<file path="config.mk">
export PLATFORM = sky130hd
export DESIGN_NAME = arp_neighbor_cache
export DESIGN_NICKNAME = d
export VERILOG_FILES = /design/src/hdl/anc_pkg.sv /design/src/hdl/anc_ram.sv /design/src/hdl/arp_neighbor_cache.sv
export SDC_FILE = /design/constraint.sdc
export NUM_CORES = 2
export LEC_CHECK = 0
export BUFFER_PORTS_ARGS = -buffer_cell sky130_fd_sc_hd__buf_2
export CAP_MARGIN = 10
export CORE_MARGIN = 4
export CORE_UTILIZATION = 45
export DETAILED_ROUTE_END_ITERATION = 16
export PLACE_DENSITY = 0.69
export REMOVE_ABC_BUFFERS = 1
export SLEW_MARGIN = 10
export SYNTH_ARGS = -nofsm -noshare
export SYNTH_HDL_FRONTEND = slang
export SYNTH_SLANG_ARGS = --single-unit
</file>
<file path="constraint.sdc">
create_clock -name clock -period 18.3 [get_ports clock]
set_input_delay 0.915 -clock clock [delete_from_list [all_inputs] [get_ports clock]]
set_output_delay 0.915 -clock clock [all_outputs]
set_load 0.02 [all_outputs]
</file>
<file path="src/hdl/anc_pkg.sv">
package anc_pkg;

   // Table geometry.
   localparam int ENTRIES     = 16;
   localparam int QUEUE_DEPTH = 4;
   localparam int HANDLE_BITS = 8;

   localparam int IDX_W   = (ENTRIES > 1) ? $clog2(ENTRIES) : 1;
   localparam int SCNT_W  = IDX_W + 1;
   localparam int CNT_W   = $clog2(QUEUE_DEPTH + 1);
   localparam int HQ_DEPTH = ENTRIES * QUEUE_DEPTH;
   localparam int HQ_AW   = (HQ_DEPTH > 1) ? $clog2(HQ_DEPTH) : 1;

   // Entry states.
   localparam logic [1:0] ST_FREE       = 2'd0;
   localparam logic [1:0] ST_INCOMPLETE = 2'd1;
   localparam logic [1:0] ST_REACHABLE  = 2'd2;

   // Request opcodes.
   localparam logic [1:0] OP_RX      = 2'd0;
   localparam logic [1:0] OP_RESOLVE = 2'd1;
   localparam logic [1:0] OP_LEARN   = 2'd2;

   // Result actions.
   localparam logic [2:0] ACT_RESOLVED = 3'd0;
   localparam logic [2:0] ACT_PENDING  = 3'd1;
   localparam logic [2:0] ACT_FAILED   = 3'd2;
   localparam logic [2:0] ACT_TRANSMIT = 3'd3;
   localparam logic [2:0] ACT_FREE     = 3'd4;
   localparam logic [2:0] ACT_REQUEST  = 3'd5;
   localparam logic [2:0] ACT_REPLY    = 3'd6;

   // Configuration register indexes.
   localparam logic [1:0] REG_OWN_IP       = 2'd0;
   localparam logic [1:0] REG_OWN_IP_VALID = 2'd1;
   localparam logic [1:0] REG_OWN_MAC      = 2'd2;
   localparam logic [1:0] REG_TIMEOUT_MS   = 2'd3;

   localparam logic [15:0] DEFAULT_TIMEOUT = 16'd5000;
   localparam logic [15:0] ARP_HW_ETHERNET = 16'd1;
   localparam logic [15:0] ARP_PROTO_IPV4  = 16'h0800;
   localparam logic [15:0] ARP_OPER_WHO_HAS = 16'd1;
   localparam logic [31:0] BCAST_IP        = 32'hFFFF_FFFF;
   localparam logic [47:0] BCAST_MAC       = 48'hFFFF_FFFF_FFFF;

   typedef struct packed {
      logic [31:0] ip;
      logic [47:0] mac;
      logic [31:0] rtime;
   } entry_word_type;

   typedef struct packed {
      logic [2:0]  act;
      logic [47:0] mac;
      logic [31:0] ip;
      logic [31:0] src;
      logic [7:0]  handle;
   } res_type;

endpackage

</file>
<file path="src/hdl/anc_ram.sv">
module anc_ram #(
   parameter int WIDTH = 8,
   parameter int DEPTH = 16
) (
   input  logic                                         clock,
   input  logic                                         we,
   input  logic [((DEPTH > 1) ? $clog2(DEPTH) : 1)-1:0] waddr,
   input  logic [WIDTH-1:0]                             wdata,
   input  logic [((DEPTH > 1) ? $clog2(DEPTH) : 1)-1:0] raddr,
   output logic [WIDTH-1:0]                             rdata
);

   logic [WIDTH-1:0] mem [DEPTH];

   always_ff @(posedge clock) begin
      if (we) begin
         mem[waddr] <= wdata;
      end
      rdata <= mem[raddr];
   end

endmodule

</file>
<file path="src/hdl/arp_neighbor_cache.sv">
// IPv4 neighbor cache. Each request is a received ARP packet, a resolve or a learn command,
// and it produces zero to six results on the rsp_ channel, the final one marked by rsp_last.
// The block works on one request at a time and holds req_stall high while it is busy. A
// broadcast or own-address resolve skips the table. Every other request, except a received
// packet that fails the length, hardware-type or protocol check, scans the whole table
// through the entry memory, one entry per cycle, then reads the chosen entry and decides.
// Each released held packet is read from the handle memory and then sent; the other results
// follow from their slots. Output stalls hold the results back. Entry IP, MAC and request
// time live in one memory and the held packet handles in a second; entry state, held counts
// and request-time valid bits are flip-flops that reset clears, so no clearing pass is
// needed. Configuration is always ready.
module arp_neighbor_cache (
   input  logic        clock,
   input  logic        reset,
   input  logic        req_valid,
   output logic        req_stall,
   input  logic [1:0]  req_opcode,
   input  logic [31:0] req_address,
   input  logic [47:0] req_hw_address,
   input  logic [31:0] req_target_address,
   input  logic [15:0] req_arp_operation,
   input  logic [15:0] req_hw_type,
   input  logic [15:0] req_protocol_type,
   input  logic        req_length_ok,
   input  logic        req_has_packet,
   input  logic [7:0]  req_packet_handle,
   input  logic [31:0] req_now_ms,
   output logic        rsp_valid,
   input  logic        rsp_stall,
   output logic [2:0]  rsp_action,
   output logic [47:0] rsp_out_mac,
   output logic [31:0] rsp_out_ip,
   output logic [31:0] rsp_out_src_ip,
   output logic [7:0]  rsp_out_handle,
   output logic        rsp_last,
   input  logic        csr_valid,
   output logic        csr_ready,
   input  logic [1:0]  csr_index,
   input  logic [47:0] csr_wdata
);

   localparam int IDX_W  = anc_pkg::IDX_W;
   localparam int SCNT_W = anc_pkg::SCNT_W;
   localparam int CNT_W  = anc_pkg::CNT_W;
   localparam int HQ_AW  = anc_pkg::HQ_AW;
   localparam int HB     = anc_pkg::HANDLE_BITS;
   localparam int EW     = $bits(anc_pkg::entry_word_type);

   localparam logic [2:0] S_IDLE   = 3'd0;
   localparam logic [2:0] S_SCAN   = 3'd1;
   localparam logic [2:0] S_ERD    = 3'd2;
   localparam logic [2:0] S_DECIDE = 3'd3;
   localparam logic [2:0] S_DRD    = 3'd4;
   localparam logic [2:0] S_DWT    = 3'd5;
   localparam logic [2:0] S_SLOT   = 3'd6;

   // Configuration registers.
   logic [31:0] own_ip_ff;
   logic        own_valid_ff;
   logic [47:0] own_mac_ff;
   logic [15:0] timeout_ff;

   // Control state.
   logic [2:0]        fsm_ff, fsm_in;
   logic [SCNT_W-1:0] scan_cnt_ff, scan_cnt_in;
   logic              cmp_v_ff, cmp_v_in;
   logic [IDX_W-1:0]  cmp_idx_ff, cmp_idx_in;
   logic              hit_v_ff, hit_v_in, free_v_ff, free_v_in, reach_v_ff, reach_v_in;
   logic [IDX_W-1:0]  hit_idx_ff, hit_idx_in, free_idx_ff, free_idx_in;
   logic [IDX_W-1:0]  reach_idx_ff, reach_idx_in;
   logic [IDX_W-1:0]  e_ff, e_in;
   logic              ok_ff, ok_in;
   logic [CNT_W-1:0]  k_ff, k_in, drain_n_ff, drain_n_in;
   logic [2:0]        slot_v_ff, slot_v_in;
   logic              rsp_valid_ff, rsp_valid_in;

   // Captured request and plan payload.
   logic [1:0]   op_ff, op_in;
   logic [31:0]  addr_ff, addr_in, tgt_ff, tgt_in, now_ff, now_in;
   logic [47:0]  hw_ff, hw_in;
   logic         pkt_ff, pkt_in, reply_ok_ff, reply_ok_in;
   logic [HB-1:0] handle_ff, handle_in;
   logic [2:0]   drain_act_ff, drain_act_in;
   logic [47:0]  drain_mac_ff, drain_mac_in;
   anc_pkg::res_type slot_ff [3];
   anc_pkg::res_type slot_in [3];
   anc_pkg::res_type out_res;
   logic             out_last, out_load, out_free;
   anc_pkg::res_type rsp_ff;
   logic             rsp_last_ff;

   // Per-entry flip-flop state.
   logic [1:0]       st_ff  [anc_pkg::ENTRIES];
   logic             tv_ff  [anc_pkg::ENTRIES];
   logic [CNT_W-1:0] cnt_ff [anc_pkg::ENTRIES];
   logic             st_we, tv_wdata;
   logic [1:0]       st_wdata;
   logic [CNT_W-1:0] cnt_wdata;
   logic [IDX_W-1:0] sel_idx;
   logic [1:0]       st_sel;
   logic             tv_sel;
   logic [CNT_W-1:0] cnt_sel;

   // Memories.
   logic                    er_we;
   logic [IDX_W-1:0]        er_waddr, er_raddr;
   anc_pkg::entry_word_type er_wdata, er_rd;
   logic [EW-1:0]           er_rdata;
   logic                    hq_we;
   logic [HQ_AW-1:0]        hq_waddr, hq_raddr;
   logic [HB-1:0]           hq_wdata, hq_rdata;

   // Decision helpers.
   logic              fresh, cur_tv, expired;
   logic [CNT_W-1:0]  cur_cnt;
   logic [31:0]       elapsed;
   logic [IDX_W-1:0]  pick_idx;
   logic              pick_ok;

   anc_ram #(.WIDTH(EW), .DEPTH(anc_pkg::ENTRIES)) u_entry_ram (
      .clock (clock),
      .we    (er_we),
      .waddr (er_waddr),
      .wdata (er_wdata),
      .raddr (er_raddr),
      .rdata (er_rdata)
   );

   anc_ram #(.WIDTH(HB), .DEPTH(anc_pkg::HQ_DEPTH)) u_held_ram (
      .clock (clock),
      .we    (hq_we),
      .waddr (hq_waddr),
      .wdata (hq_wdata),
      .raddr (hq_raddr),
      .rdata (hq_rdata)
   );

   assign er_rd     = anc_pkg::entry_word_type'(er_rdata);
   assign req_stall = (fsm_ff != S_IDLE);
   assign csr_ready = 1'b1;
   assign out_free  = !rsp_valid_ff || !rsp_stall;

   // The per-entry flops are read at one index: the compare slot during the scan and the
   // chosen entry afterwards.
   assign sel_idx = (fsm_ff == S_SCAN) ? cmp_idx_ff : e_ff;
   assign st_sel  = st_ff[sel_idx];
   assign tv_sel  = tv_ff[sel_idx];
   assign cnt_sel = cnt_ff[sel_idx];

   // Allocation order: a matching entry, else the first free one, else the first reachable
   // one, which is evicted.
   assign pick_ok  = hit_v_ff || free_v_ff || reach_v_ff;
   assign pick_idx = hit_v_ff ? hit_idx_ff : (free_v_ff ? free_idx_ff : reach_idx_ff);

   // A freshly allocated entry starts with no held packets and no request time.
   assign fresh   = !hit_v_ff;
   assign cur_cnt = fresh ? '0 : cnt_sel;
   assign cur_tv  = fresh ? 1'b0 : tv_sel;
   assign elapsed = now_ff - er_rd.rtime;
   assign expired = cur_tv && (elapsed > {16'd0, timeout_ff});

   assign hq_raddr = HQ_AW'(e_ff) * HQ_AW'(anc_pkg::QUEUE_DEPTH) + HQ_AW'(k_ff);
   assign hq_waddr = HQ_AW'(e_ff) * HQ_AW'(anc_pkg::QUEUE_DEPTH) + HQ_AW'(cur_cnt);
   assign hq_wdata = handle_ff;

   always_comb begin
      fsm_in       = fsm_ff;
      scan_cnt_in  = scan_cnt_ff;
      cmp_v_in     = 1'b0;
      cmp_idx_in   = cmp_idx_ff;
      hit_v_in     = hit_v_ff;
      hit_idx_in   = hit_idx_ff;
      free_v_in    = free_v_ff;
      free_idx_in  = free_idx_ff;
      reach_v_in   = reach_v_ff;
      reach_idx_in = reach_idx_ff;
      e_in         = e_ff;
      ok_in        = ok_ff;
      k_in         = k_ff;
      drain_n_in   = drain_n_ff;
      drain_act_in = drain_act_ff;
      drain_mac_in = drain_mac_ff;
      slot_v_in    = slot_v_ff;
      slot_in      = slot_ff;
      op_in        = op_ff;
      addr_in      = addr_ff;
      tgt_in       = tgt_ff;
      now_in       = now_ff;
      hw_in        = hw_ff;
      pkt_in       = pkt_ff;
      handle_in    = handle_ff;
      reply_ok_in  = reply_ok_ff;
      er_we        = 1'b0;
      er_waddr     = e_ff;
      er_raddr     = e_ff;
      er_wdata     = er_rd;
      hq_we        = 1'b0;
      st_we        = 1'b0;
      st_wdata     = st_sel;
      tv_wdata     = tv_sel;
      cnt_wdata    = cnt_sel;
      out_load     = 1'b0;
      out_res      = slot_ff[2];
      out_last     = 1'b1;

      case (fsm_ff)
         S_IDLE: begin
            if (req_valid) begin
               op_in        = req_opcode;
               addr_in      = req_address;
               tgt_in       = req_target_address;
               now_in       = req_now_ms;
               hw_in        = req_hw_address;
               pkt_in       = req_has_packet;
               handle_in    = HB'(req_packet_handle);
               reply_ok_in  = (req_arp_operation == anc_pkg::ARP_OPER_WHO_HAS) && own_valid_ff
                              && (req_target_address == own_ip_ff);
               slot_v_in    = '0;
               hit_v_in     = 1'b0;
               free_v_in    = 1'b0;
               reach_v_in   = 1'b0;
               scan_cnt_in  = '0;
               k_in         = '0;
               drain_n_in   = '0;
               slot_in[0]   = '{act: anc_pkg::ACT_FREE, mac: '0, ip: '0, src: '0,
                                handle: 8'(HB'(req_packet_handle))};
               case (req_opcode)
                  anc_pkg::OP_RX: begin
                     if (req_length_ok && (req_hw_type == anc_pkg::ARP_HW_ETHERNET)
                         && (req_protocol_type == anc_pkg::ARP_PROTO_IPV4)) begin
                        fsm_in = S_SCAN;
                     end
                  end
                  anc_pkg::OP_RESOLVE: begin
                     if (req_address == anc_pkg::BCAST_IP) begin
                        slot_v_in[2] = 1'b1;
                        slot_in[2]   = '{act: anc_pkg::ACT_RESOLVED, mac: anc_pkg::BCAST_MAC,
                                         ip: '0, src: '0, handle: '0};
                        fsm_in       = S_DRD;
                     end else if (own_valid_ff && (req_address == own_ip_ff)) begin
                        slot_v_in[0] = req_has_packet;
                        slot_v_in[2] = 1'b1;
                        slot_in[2]   = '{act: anc_pkg::ACT_RESOLVED, mac: own_mac_ff,
                                         ip: '0, src: '0, handle: '0};
                        fsm_in       = S_DRD;
                     end else begin
                        fsm_in = S_SCAN;
                     end
                  end
                  anc_pkg::OP_LEARN: begin
                     fsm_in = S_SCAN;
                  end
                  default: begin
                     fsm_in = S_IDLE;
                  end
               endcase
            end
         end

         S_SCAN: begin
            // Read address for the next entry; its compare happens in the following cycle.
            if (scan_cnt_ff < SCNT_W'(anc_pkg::ENTRIES)) begin
               er_raddr    = scan_cnt_ff[IDX_W-1:0];
               scan_cnt_in = scan_cnt_ff + 1'b1;
               cmp_v_in    = 1'b1;
               cmp_idx_in  = scan_cnt_ff[IDX_W-1:0];
            end
            if (cmp_v_ff) begin
               if (!hit_v_ff && (st_sel != anc_pkg::ST_FREE) && (er_rd.ip == addr_ff)) begin
                  hit_v_in   = 1'b1;
                  hit_idx_in = cmp_idx_ff;
               end
               if (!free_v_ff && (st_sel == anc_pkg::ST_FREE)) begin
                  free_v_in   = 1'b1;
                  free_idx_in = cmp_idx_ff;
               end
               if (!reach_v_ff && (st_sel == anc_pkg::ST_REACHABLE)) begin
                  reach_v_in   = 1'b1;
                  reach_idx_in = cmp_idx_ff;
               end
               if (cmp_idx_ff == IDX_W'(anc_pkg::ENTRIES - 1)) begin
                  fsm_in = S_ERD;
               end
            end
         end

         S_ERD: begin
            e_in     = pick_idx;
            ok_in    = pick_ok;
            er_raddr = pick_idx;
            fsm_in   = S_DECIDE;
         end

         S_DECIDE: begin
            fsm_in = S_DRD;
            if (op_ff == anc_pkg::OP_RESOLVE) begin
               if (hit_v_ff && (st_sel == anc_pkg::ST_REACHABLE)) begin
                  slot_v_in[2] = 1'b1;
                  slot_in[2]   = '{act: anc_pkg::ACT_RESOLVED, mac: er_rd.mac,
                                   ip: '0, src: '0, handle: '0};
               end else if (!ok_ff) begin
                  slot_v_in[0] = pkt_ff;
                  slot_v_in[2] = 1'b1;
                  slot_in[2]   = '{act: anc_pkg::ACT_FAILED, mac: '0, ip: '0, src: '0,
                                   handle: '0};
               end else if (expired) begin
                  // The request went unanswered: drop everything held and free the entry.
                  drain_n_in   = cur_cnt;
                  drain_act_in = anc_pkg::ACT_FREE;
                  drain_mac_in = '0;
                  st_we        = 1'b1;
                  st_wdata     = anc_pkg::ST_FREE;
                  tv_wdata     = 1'b0;
                  cnt_wdata    = '0;
                  slot_v_in[0] = pkt_ff;
                  slot_v_in[2] = 1'b1;
                  slot_in[2]   = '{act: anc_pkg::ACT_FAILED, mac: '0, ip: '0, src: '0,
                                   handle: '0};
               end else begin
                  er_we          = 1'b1;
                  er_wdata.ip    = addr_ff;
                  er_wdata.mac   = er_rd.mac;
                  er_wdata.rtime = cur_tv ? er_rd.rtime : now_ff;
                  st_we          = 1'b1;
                  st_wdata       = anc_pkg::ST_INCOMPLETE;
                  tv_wdata       = 1'b1;
                  cnt_wdata      = cur_cnt;
                  if (pkt_ff) begin
                     if (cur_cnt < CNT_W'(anc_pkg::QUEUE_DEPTH)) begin
                        hq_we     = 1'b1;
                        cnt_wdata = cur_cnt + 1'b1;
                     end else begin
                        slot_v_in[0] = 1'b1;
                     end
                  end
                  slot_v_in[1] = own_valid_ff;
                  slot_in[1]   = '{act: anc_pkg::ACT_REQUEST, mac: anc_pkg::BCAST_MAC,
                                   ip: addr_ff, src: own_ip_ff, handle: '0};
                  slot_v_in[2] = 1'b1;
                  slot_in[2]   = '{act: anc_pkg::ACT_PENDING, mac: '0, ip: '0, src: '0,
                                   handle: '0};
               end
            end else begin
               // Received packet or learn: store the mapping and release held packets if the
               // entry was waiting for it.
               if (ok_ff) begin
                  er_we          = 1'b1;
                  er_wdata.ip    = addr_ff;
                  er_wdata.mac   = hw_ff;
                  er_wdata.rtime = '0;
                  st_we          = 1'b1;
                  st_wdata       = anc_pkg::ST_REACHABLE;
                  tv_wdata       = 1'b0;
                  cnt_wdata      = '0;
                  drain_act_in   = anc_pkg::ACT_TRANSMIT;
                  drain_mac_in   = hw_ff;
                  if (hit_v_ff && (st_sel == anc_pkg::ST_INCOMPLETE)) begin
                     drain_n_in = cnt_sel;
                  end
               end
               if ((op_ff == anc_pkg::OP_RX) && reply_ok_ff) begin
                  slot_v_in[1] = 1'b1;
                  slot_in[1]   = '{act: anc_pkg::ACT_REPLY, mac: hw_ff, ip: addr_ff,
                                   src: tgt_ff, handle: '0};
               end
            end
         end

         S_DRD: begin
            if (k_ff == drain_n_ff) begin
               fsm_in = S_SLOT;
            end else begin
               fsm_in = S_DWT;
            end
         end

         S_DWT: begin
            out_res  = '{act: drain_act_ff, mac: drain_mac_ff, ip: '0, src: '0,
                         handle: 8'(hq_rdata)};
            out_last = ((k_ff + 1'b1) == drain_n_ff) && !(|slot_v_ff);
            if (out_free) begin
               out_load = 1'b1;
               k_in     = k_ff + 1'b1;
               fsm_in   = out_last ? S_IDLE : S_DRD;
            end
         end

         S_SLOT: begin
            if (!(|slot_v_ff)) begin
               fsm_in = S_IDLE;
            end else begin
               if (slot_v_ff[0]) begin
                  out_res  = slot_ff[0];
                  out_last = !slot_v_ff[1] && !slot_v_ff[2];
               end else if (slot_v_ff[1]) begin
                  out_res  = slot_ff[1];
                  out_last = !slot_v_ff[2];
               end else begin
                  out_res  = slot_ff[2];
                  out_last = 1'b1;
               end
               if (out_free) begin
                  out_load = 1'b1;
                  if (slot_v_ff[0]) begin
                     slot_v_in[0] = 1'b0;
                  end else if (slot_v_ff[1]) begin
                     slot_v_in[1] = 1'b0;
                  end else begin
                     slot_v_in[2] = 1'b0;
                  end
                  if (out_last) begin
                     fsm_in = S_IDLE;
                  end
               end
            end
         end

         default: begin
            fsm_in = S_IDLE;
         end
      endcase
   end

   always_comb begin
      if (out_load) begin
         rsp_valid_in = 1'b1;
      end else if (rsp_stall) begin
         rsp_valid_in = rsp_valid_ff;
      end else begin
         rsp_valid_in = 1'b0;
      end
   end

   always_ff @(posedge clock) begin
      if (reset) begin
         fsm_ff       <= S_IDLE;
         scan_cnt_ff  <= '0;
         cmp_v_ff     <= 1'b0;
         hit_v_ff     <= 1'b0;
         free_v_ff    <= 1'b0;
         reach_v_ff   <= 1'b0;
         ok_ff        <= 1'b0;
         k_ff         <= '0;
         drain_n_ff   <= '0;
         slot_v_ff    <= '0;
         rsp_valid_ff <= 1'b0;
         own_ip_ff    <= '0;
         own_valid_ff <= 1'b0;
         own_mac_ff   <= '0;
         timeout_ff   <= anc_pkg::DEFAULT_TIMEOUT;
         for (int i = 0; i < anc_pkg::ENTRIES; i++) begin
            st_ff[i]  <= anc_pkg::ST_FREE;
            tv_ff[i]  <= 1'b0;
            cnt_ff[i] <= '0;
         end
      end else begin
         fsm_ff       <= fsm_in;
         scan_cnt_ff  <= scan_cnt_in;
         cmp_v_ff     <= cmp_v_in;
         hit_v_ff     <= hit_v_in;
         free_v_ff    <= free_v_in;
         reach_v_ff   <= reach_v_in;
         ok_ff        <= ok_in;
         k_ff         <= k_in;
         drain_n_ff   <= drain_n_in;
         slot_v_ff    <= slot_v_in;
         rsp_valid_ff <= rsp_valid_in;
         if (st_we) begin
            st_ff[e_ff]  <= st_wdata;
            tv_ff[e_ff]  <= tv_wdata;
            cnt_ff[e_ff] <= cnt_wdata;
         end
         if (csr_valid) begin
            case (csr_index)
               anc_pkg::REG_OWN_IP:       own_ip_ff    <= csr_wdata[31:0];
               anc_pkg::REG_OWN_IP_VALID: own_valid_ff <= csr_wdata[0];
               anc_pkg::REG_OWN_MAC:      own_mac_ff   <= csr_wdata;
               anc_pkg::REG_TIMEOUT_MS:   timeout_ff   <= csr_wdata[15:0];
               default:                   own_ip_ff    <= own_ip_ff;
            endcase
         end
      end
   end

   always_ff @(posedge clock) begin
      cmp_idx_ff   <= cmp_idx_in;
      hit_idx_ff   <= hit_idx_in;
      free_idx_ff  <= free_idx_in;
      reach_idx_ff <= reach_idx_in;
      e_ff         <= e_in;
      drain_act_ff <= drain_act_in;
      drain_mac_ff <= drain_mac_in;
      slot_ff      <= slot_in;
      op_ff        <= op_in;
      addr_ff      <= addr_in;
      tgt_ff       <= tgt_in;
      now_ff       <= now_in;
      hw_ff        <= hw_in;
      pkt_ff       <= pkt_in;
      handle_ff    <= handle_in;
      reply_ok_ff  <= reply_ok_in;
      if (out_load) begin
         rsp_ff      <= out_res;
         rsp_last_ff <= out_last;
      end
   end

   assign rsp_valid      = rsp_valid_ff;
   assign rsp_action     = rsp_ff.act;
   assign rsp_out_mac    = rsp_ff.mac;
   assign rsp_out_ip     = rsp_ff.ip;
   assign rsp_out_src_ip = rsp_ff.src;
   assign rsp_out_handle = rsp_ff.handle;
   assign rsp_last       = rsp_last_ff;

`ifndef SYNTHESIS
   // A new result is never loaded over one that is still stalled.
   a_no_overwrite: assert property (@(posedge clock) disable iff (reset)
      (rsp_valid_ff && rsp_stall) |-> !out_load)
      else $error("result loaded over a stalled result");

   // The release loop never reads past the held count.
   a_drain_bound: assert property (@(posedge clock) disable iff (reset)
      (fsm_ff == S_DWT) |-> (k_ff < drain_n_ff))
      else $error("held packet index beyond count");

   // An entry matched by the scan is still in use when the decision is made.
   a_hit_in_use: assert property (@(posedge clock) disable iff (reset)
      ((fsm_ff == S_DECIDE) && hit_v_ff) |-> (st_sel != anc_pkg::ST_FREE))
      else $error("matched entry is free");

   // A held queue never grows beyond its depth.
   a_queue_bound: assert property (@(posedge clock) disable iff (reset)
      (fsm_ff == S_DECIDE) |=> (cnt_ff[e_ff] <= CNT_W'(anc_pkg::QUEUE_DEPTH)))
      else $error("held queue overflow");
`endif

endmodule
</file>
# Yosys cells after proc, flatten, opt, wreduce, memory -nomap -nowiden
# Memory sizes are Yosys's and may differ from the RTL's. A register that Yosys moved wholly into a read port is not among the register bits.
# Index checks and enable logic that the tools add are counted.
[word_totals] reg_bits=717 ramBits=2400 in_bits=259 out_inout_bits=127 wordCells=355 n_memories=5
[memory_table] memory="u_entry_ram.mem" words=16 width=112 read_ports=1 rd_clocked_by_memory_dff=1 write_ports=1 line_no="anc_ram.sv:13" rtl="logic [WIDTH-1:0] mem [DEPTH];"
[memory_table] memory="u_held_ram.mem" words=64 width=8 read_ports=1 rd_clocked_by_memory_dff=1 write_ports=1 line_no="anc_ram.sv:13"
[memory_table] memory="cnt_ff" words=16 width=3 read_ports=1 rd_clocked_by_memory_dff=0 write_ports=16 line_no="arp_neighbor_cache.sv:95" rtl="logic [CNT_W-1:0] cnt_ff [anc_pkg::ENTRIES];"
[memory_table] memory="st_ff" words=16 width=2 read_ports=1 rd_clocked_by_memory_dff=0 write_ports=16 line_no="arp_neighbor_cache.sv:93" rtl="logic [1:0] st_ff [anc_pkg::ENTRIES];"
[memory_table] memory="tv_ff" words=16 width=1 read_ports=1 rd_clocked_by_memory_dff=0 write_ports=16 line_no="arp_neighbor_cache.sv:94" rtl="logic tv_ff [anc_pkg::ENTRIES];"
[classes] n_addsub=6 magnitude_cmp=3 eq_ne=58 muxes=167 bitwise_logic=1 n_reduce_logical=67
[op_table] operator="$mux W123" n=13
[op_table] operator="$mux W112" n=6
[op_table] operator="$pmux W123 S2" n=2
[op_table] operator="$mux W122" n=3
[op_table] operator="$mux W48" n=5
[op_table] operator="$mux W3" n=37
[op_table] operator="$eq A32 B32 Y1" n=3
[op_table] operator="$mux W1" n=70
[op_table] operator="$ne A3 B3 Y1 const B" n=12
[op_table] operator="$eq A16 B1 Y1 const B" n=2
[op_table] operator="$eq A32 B32 Y1 const B" n=1
[op_table] operator="$gt A32 B16 Y1" n=1
[op_table] operator="$mux W32" n=1
[op_table] operator="$sub A32 B32 Y32" n=1
[op_table] operator="$mux W4" n=7
[op_table] operator="$ne A2 B2 Y1 const B" n=13
[op_table] operator="$pmux W3 S7" n=1
[op_table] operator="$reduce_and A7 Y1" n=3
[op_table] operator="$mux W2" n=9
[op_table] operator="$pmux W3 S3" n=2
[op_table] operator="$eq A16 B12 Y1 const B" n=1
[op_table] operator="$logic_and A1 B1 Y1" n=15
[op_table] operator="$reduce_and A3 Y1" n=5
[op_table] operator="$reduce_and A5 Y1" n=3
[op_table] operator="other kinds (33)" n=86

# Longest topological paths before layout
# An unclocked memory read counts as a cell.
[depth] ltp_word=14 mapped_depth=23

# Hierarchy
# A second synthesis with hierarchy kept.
[unflattened] cells_unflattened=6722 area_unflattened_um2=122901.6
[modules_own_cells] mod="anc_ram (u_entry_ram)" n_inst=1 cells_per_inst=2864 area_each_um2=69168.8 seq_area_each_um2=56053.8
[modules_own_cells] mod="arp_neighbor_cache" n_inst=1 cells_per_inst=2886 area_each_um2=33542.2 seq_area_each_um2=20719.9
[modules_own_cells] mod="anc_ram (u_held_ram)" n_inst=1 cells_per_inst=972 area_each_um2=20190.6 seq_area_each_um2=15534.9

# Worst setup path after synthesis
# Ideal clock, no wire load.
[synth_timing] path_type="reg-to-reg" startpoint="register now_ff[6]" endpoint="register slot_ff[131] (netlist bit) (enable)" setup_time_ns=0.750 arrival_time_ns=11.862 required_time_ns=17.550 slack_ns=5.688 stages_incl_launch_ff=19 n_path_buf=1 path_cell_list="edfxtp_1 ha_1 clkbuf_1 a21oi_1 nor3b_1 o21ai_1 nand3_1 nand2_1 xor2_1 ha_1 a21o_1 a21o_1 a221oi_1 o221a_2 o211ai_1 and4b_1 nand4_1 o21ai_1 nor3b_1"
[synth_via] elab_chain_len=5
[synth_lines] item="start: declaration" line_no="arp_neighbor_cache.sv:79" rtl="logic [31:0] addr_ff, addr_in, tgt_ff, tgt_in, now_ff, now_in;"
[synth_lines] item="start signal: assignment" line_no="arp_neighbor_cache.sv:497" rtl="now_ff <= now_in;"
[synth_lines] item="$sub A32 B32 Y32" line_no="arp_neighbor_cache.sv:159" rtl="assign elapsed = now_ff - er_rd.rtime;"
[synth_lines] item="$gt A32 B16 Y1" line_no="arp_neighbor_cache.sv:160" rtl="assign expired = cur_tv && (elapsed > {16'd0, timeout_ff});"
[synth_lines] item="$logic_and A1 B1 Y1" line_no="arp_neighbor_cache.sv:160"
[synth_lines] item="$ne A2 B2 Y1 (no source line)"
[synth_lines] item="$reduce_and A5 Y1 (no source line)"
[synth_lines] item="end signal: assignment" line_no="arp_neighbor_cache.sv:493" rtl="slot_ff <= slot_in;"
[synth_lines] item="end: declaration" line_no="arp_neighbor_cache.sv:85" rtl="anc_pkg::res_type slot_ff [3];"
# Every way passes these cells.
# A chain may end at the register's enable or synchronous reset.

# Worst setup path in the final report
[layout_timing] startpoint="register now_ff[6]" endpoint="memory u_entry_ram.mem[2][56] (netlist bit) (enable)"
[layout_via] elab_chain_len=10
[layout_lines] item="$sub A32 B32 Y32" line_no="arp_neighbor_cache.sv:159"
[layout_lines] item="$gt A32 B16 Y1" line_no="arp_neighbor_cache.sv:160"
[layout_lines] item="$logic_and A1 B1 Y1" line_no="arp_neighbor_cache.sv:160"
[layout_lines] item="$mux W1" line_no="arp_neighbor_cache.sv:306" rtl="end else if (expired) begin"
[layout_lines] item="$mux W1" line_no="arp_neighbor_cache.sv:301" rtl="end else if (!ok_ff) begin"
[layout_lines] item="$mux W1" line_no="arp_neighbor_cache.sv:297" rtl="if (hit_v_ff && (st_sel == anc_pkg::ST_REACHABLE)) begin"
[layout_lines] item="$mux W1" line_no="arp_neighbor_cache.sv:296" rtl="if (op_ff == anc_pkg::OP_RESOLVE) begin"
[layout_lines] item="$mux W1" line_no="arp_neighbor_cache.sv:206" rtl="case (fsm_ff)"
[layout_lines] item="$mux W1" line_no="anc_ram.sv:16" rtl="if (we) begin"
[layout_lines] item="$mux W1 (implied by the code)" line_no="anc_ram.sv:17" rtl="mem[waddr] <= wdata;"
[layout_lines] item="end: declaration" line_no="anc_ram.sv:13"
# Every way passes these cells.

==> flow_summary_export.csv <==
group,metric,value,unit
global_routing,first_global_vias,66100,
outcome,status,"finished, final reports clean",
logic_synthesis,yosys.area.top_type,"edfxtp_1",
clock_tree,cts_max_path_buffers,4,
logic_synthesis,ys_async_sr_fraction,0,%
clock_tree,postCtsResizedCells,0,
detailed_routing,vias_per_cell,5.95,
clock_tree,cts_tree,"built",
timing,rsz0062_at_grt,"false",
global_routing,grt_max_degree,146,
setup_path,critPathMostFrequentCell,"buf_4",
power,peakVddDrop,177,uV
final_layout,final_core_util,51.4,%
die,die_w,532,um
timing,fin_crit_sh,44.6,%
global_routing,grt_pass1_wl,468000,um
setup_path,crit_path_max_fanout,50,
timing,clock_skew,0.0831,ns
die,die_y,532,um
timing,setup_ws,10.14,ns
detailed_routing,ant_nets,0,
logic_synthesis,avgSynthCellArea,18.5,um^2
placed_design,pre_cts_slack,10.36,ns
power,power,21900,uW
detailed_routing,drtPass1Iterations,7,
hold_path,hold_class,"in -> reg",
logic_synthesis,netlist.area_leader.share,70.9,%
final_layout,drive_above_1_share,24.0,%
die,initial_utilization,45.2,%
setup_path,slowest_stage,"buf_4",
logic_synthesis,syn_area,0.123,mm^2
timing,finalHoldViolCount,0,
clock_tree,clockRootBuffer,"clkbuf_16",
setup_path,worstPathCellList,"ha_1, a21oi_1, nor3b_1, o21ai_1, nand3_1, nand2_1, xor2_1, ha_1, a21o_1, a21o_1, a221oi_1, o221a_2, o211ai_1, and4b_1, nand4_1, a21oi_4, o21ai_4, buf_4, nor3_2, buf_4, buf_4",
timing,slew_headroom,14.9,%
die,die_area,0.283,mm^2
setup_path,cp-end-kind,"flop",
clock_tree,htreeDepth,5,
clock_tree,cts_buffers,324,
final_layout,nets,7430,
detailed_routing,drt_wl_total,325000,um
logic_synthesis,ys_seq_elements,3154,
final_layout,stdcell_count,11000,
setup_path,worstPathRequired,18.80,ns
flow_run,maxCapViolCount,0,
logic_synthesis,synth_cells,6659,
die,coreArea,0.273,mm^2
setup_path,arrival,8.65,ns
global_routing,grt_use_met1,29.4,%
final_layout,area_delta_synth_final,13.8,%
global_routing,gr-max-usage-layer,"met2",
die,num_io_pins,386,
timing,fmax,123,MHz
logic_synthesis,synth_edf_count,2914,
detailed_routing,drtIter0Drc,7695,
global_routing,grt.met3_usage,3.98,%
timing,setup_viol_count_final,0,
placed_design,gp_congestion,0.851,
global_routing,overflow,0,
clock_tree,post_cts.repair.setup_buffers,0,
detailed_routing,vias,65300,
power,p_leak,0.0450,uW
final_layout,fillerInstances,21600,
placed_design,port_buffers,384,
timing,worst_pin_slew,1.28,ns
timing,finalCriticalPeriod,8.16,ns
logic_synthesis,ys_warn_count,0,
clock_tree,clk_pin_slew,0.06,ns
logic_synthesis,ys_types,88,
global_routing,antenna_found_initial,26,
global_routing,track_usage,22.5,%
detailed_routing,post_drt_wl_per_cell,29.6,um
placed_design,hpwlAfterDp,193000,um
setup_path,cpPeakStageDelay,0.91,ns
setup_path,critPathLaunchType,"flop",
logic_synthesis,ys_seq_area_share,74.7,%
power,pwr_density_cell,156,mW/mm^2
clock_tree,cts_num_sinks,3154,
logic_synthesis,synth_area_leaders,"edfxtp_1 71%, mux4_2 12%, dfxtp_1 3.9%",
setup_path,crit_type,"reg -> reg",
global_routing,grt_use_met2,37.5,%
detailed_routing,drc,0,
placed_design,placed_cells,10400,
logic_synthesis,synthFlopType,"edfxtp_1",
die,row_count,192,
clock_tree,clk_latency,0.93,ns
clock_tree,holdBufCountCts,0,
timing,slew_violations,0,
==> layout by cell type, fill, tap and decap left out, types with 37 or more instances in the layout <==
master,synthesis,layout
clkbuf_1,231,73
a21oi_1,265,264
edfxtp_1,2914,2914
clkinv_1,1,37
a211oi_1,125,125
a32oi_1,48,48
nor2_1,244,239
nand2_1,548,548
mux2_2,76,76
buf_2,73,383
nor2b_1,122,122
buf_4,12,102
o21ai_0,125,123
inv_1,68,67
nand4_1,44,44
and2_1,121,121
clkinv_2,0,63
xor2_1,57,57
mux2i_1,133,133
mux4_2,636,636
clkbuf_16,0,331
xnor2_1,70,70
a22o_1,42,42
dfxtp_1,240,238
ha_1,54,52
nand2b_1,78,77
==> Yosys cell counts, types with 76 or more instances <==
| cell type | number |
|---|---|
| a211oi_1 | 125 |
| a21oi_1 | 265 |
| and2_1 | 121 |
| clkbuf_1 | 231 |
| dfxtp_1 | 240 |
| edfxtp_1 | 2914 |
| mux2_2 | 76 |
| mux2i_1 | 133 |
| mux4_2 | 636 |
| nand2_1 | 548 |
| nand2b_1 | 78 |
| nor2_1 | 244 |
| nor2b_1 | 122 |
| o21ai_0 | 125 |
==> sequential cells by signal (all words and copies together) (netlist names), 48 cells and up <==
| register | count |
|---|---|
| u_entry_ram.mem | 1792 |
| u_held_ram.mem | 512 |
| slot_ff | 172 |
| u_entry_ram.rdata | 112 |
| cnt_ff | 48 |
| drain_mac_ff | 48 |
| hw_ff | 48 |
| own_mac_ff | 48 |
| rsp_out_mac | 48 |
==> critical path: cells and delay by family (launching register included) <==
kind / cells / cell delay [ns]
fa+ha+maj: 2 / 0.71
simple gates: 6 / 2.04
flops: 1 / 0.40
xor+xnor: 1 / 0.21
compound gates: 9 / 2.17
buf+inv: 3 / 2.12
==> worst paths after layout <==
path	startpoint	endpoint	slack (ns)	depth (start not counted)
worst max-delay path	now_ff[6]	u_entry_ram.mem[2][56]	10.14	21
worst min-delay path	req_packet_handle[2]	slot_ff[248]	0.16	1
worst max register to register	now_ff[6]	u_entry_ram.mem[2][56]	10.14	21
worst min register to register	own_mac_ff[27]	own_mac_ff[27]	0.45	2
==> layout make-up <==
| type | count | area, um^2 | area share [%] |
|---|---|---|---|
| Multi-Input combinational cell | 3065 | 29600 | 21.1 |
| Clock buffer | 428 | 8890 | 6.32 |
| Tap cell | 3589 | 4490 | 3.19 |
| Antenna cell | 10 | 25.0 | 0.0178 |
| Timing Repair Buffer | 501 | 2990 | 2.13 |
| Sequential cell | 3154 | 92300 | 65.7 |
| Inverter | 70 | 270 | 0.192 |
| Clock inverter | 167 | 1960 | 1.39 |
==> per-stage QoR <==
step	hold WS [ns]	setup TNS, ns	cell area, um^2
after global placement	0.438	0	130000
final	0.160	0	141000
after floorplan	0.427	-2408.58	122000
after CTS	0.0927	0	141000
after global routing	0.115	0	141000
after detailed placement	0.443	0	130000
==> logic make-up after synthesis <==
logic type	count (synthesis)	synth area share (%)
AO/OA/AOI/OAI	720	3.73
AND/OR/NAND/NOR	1306	5.03
flip-flops	3154	74.7
XOR/XNOR	127	0.901
adder cells (fa/ha/maj)	56	0.571
other	1	0.00304
multiplexers	855	13.5
buffers and inverters	440	1.48
==> power breakdown <==
part / switching (uW) / leakage [uW] / total [uW] / internal [uW]
registers: 273 / 0.0283 / 9220 / 8950
logic: 3610 / 0.0114 / 5980 / 2360
clock network: 2780 / 0.00530 / 6680 / 3900
==> layer usage <==
metal | wire (um) | share of wire (%) | vias to the layer above
met3 | 26500 | 8.2 | 601
met5 | 26 | 0.0080 | -
met4 | 15100 | 4.6 | 4
met2 | 160000 | 49 | 3218
li1 | - | - | 27400
met1 | 123000 | 38 | 34100
(Power assumes the default switching activity.)
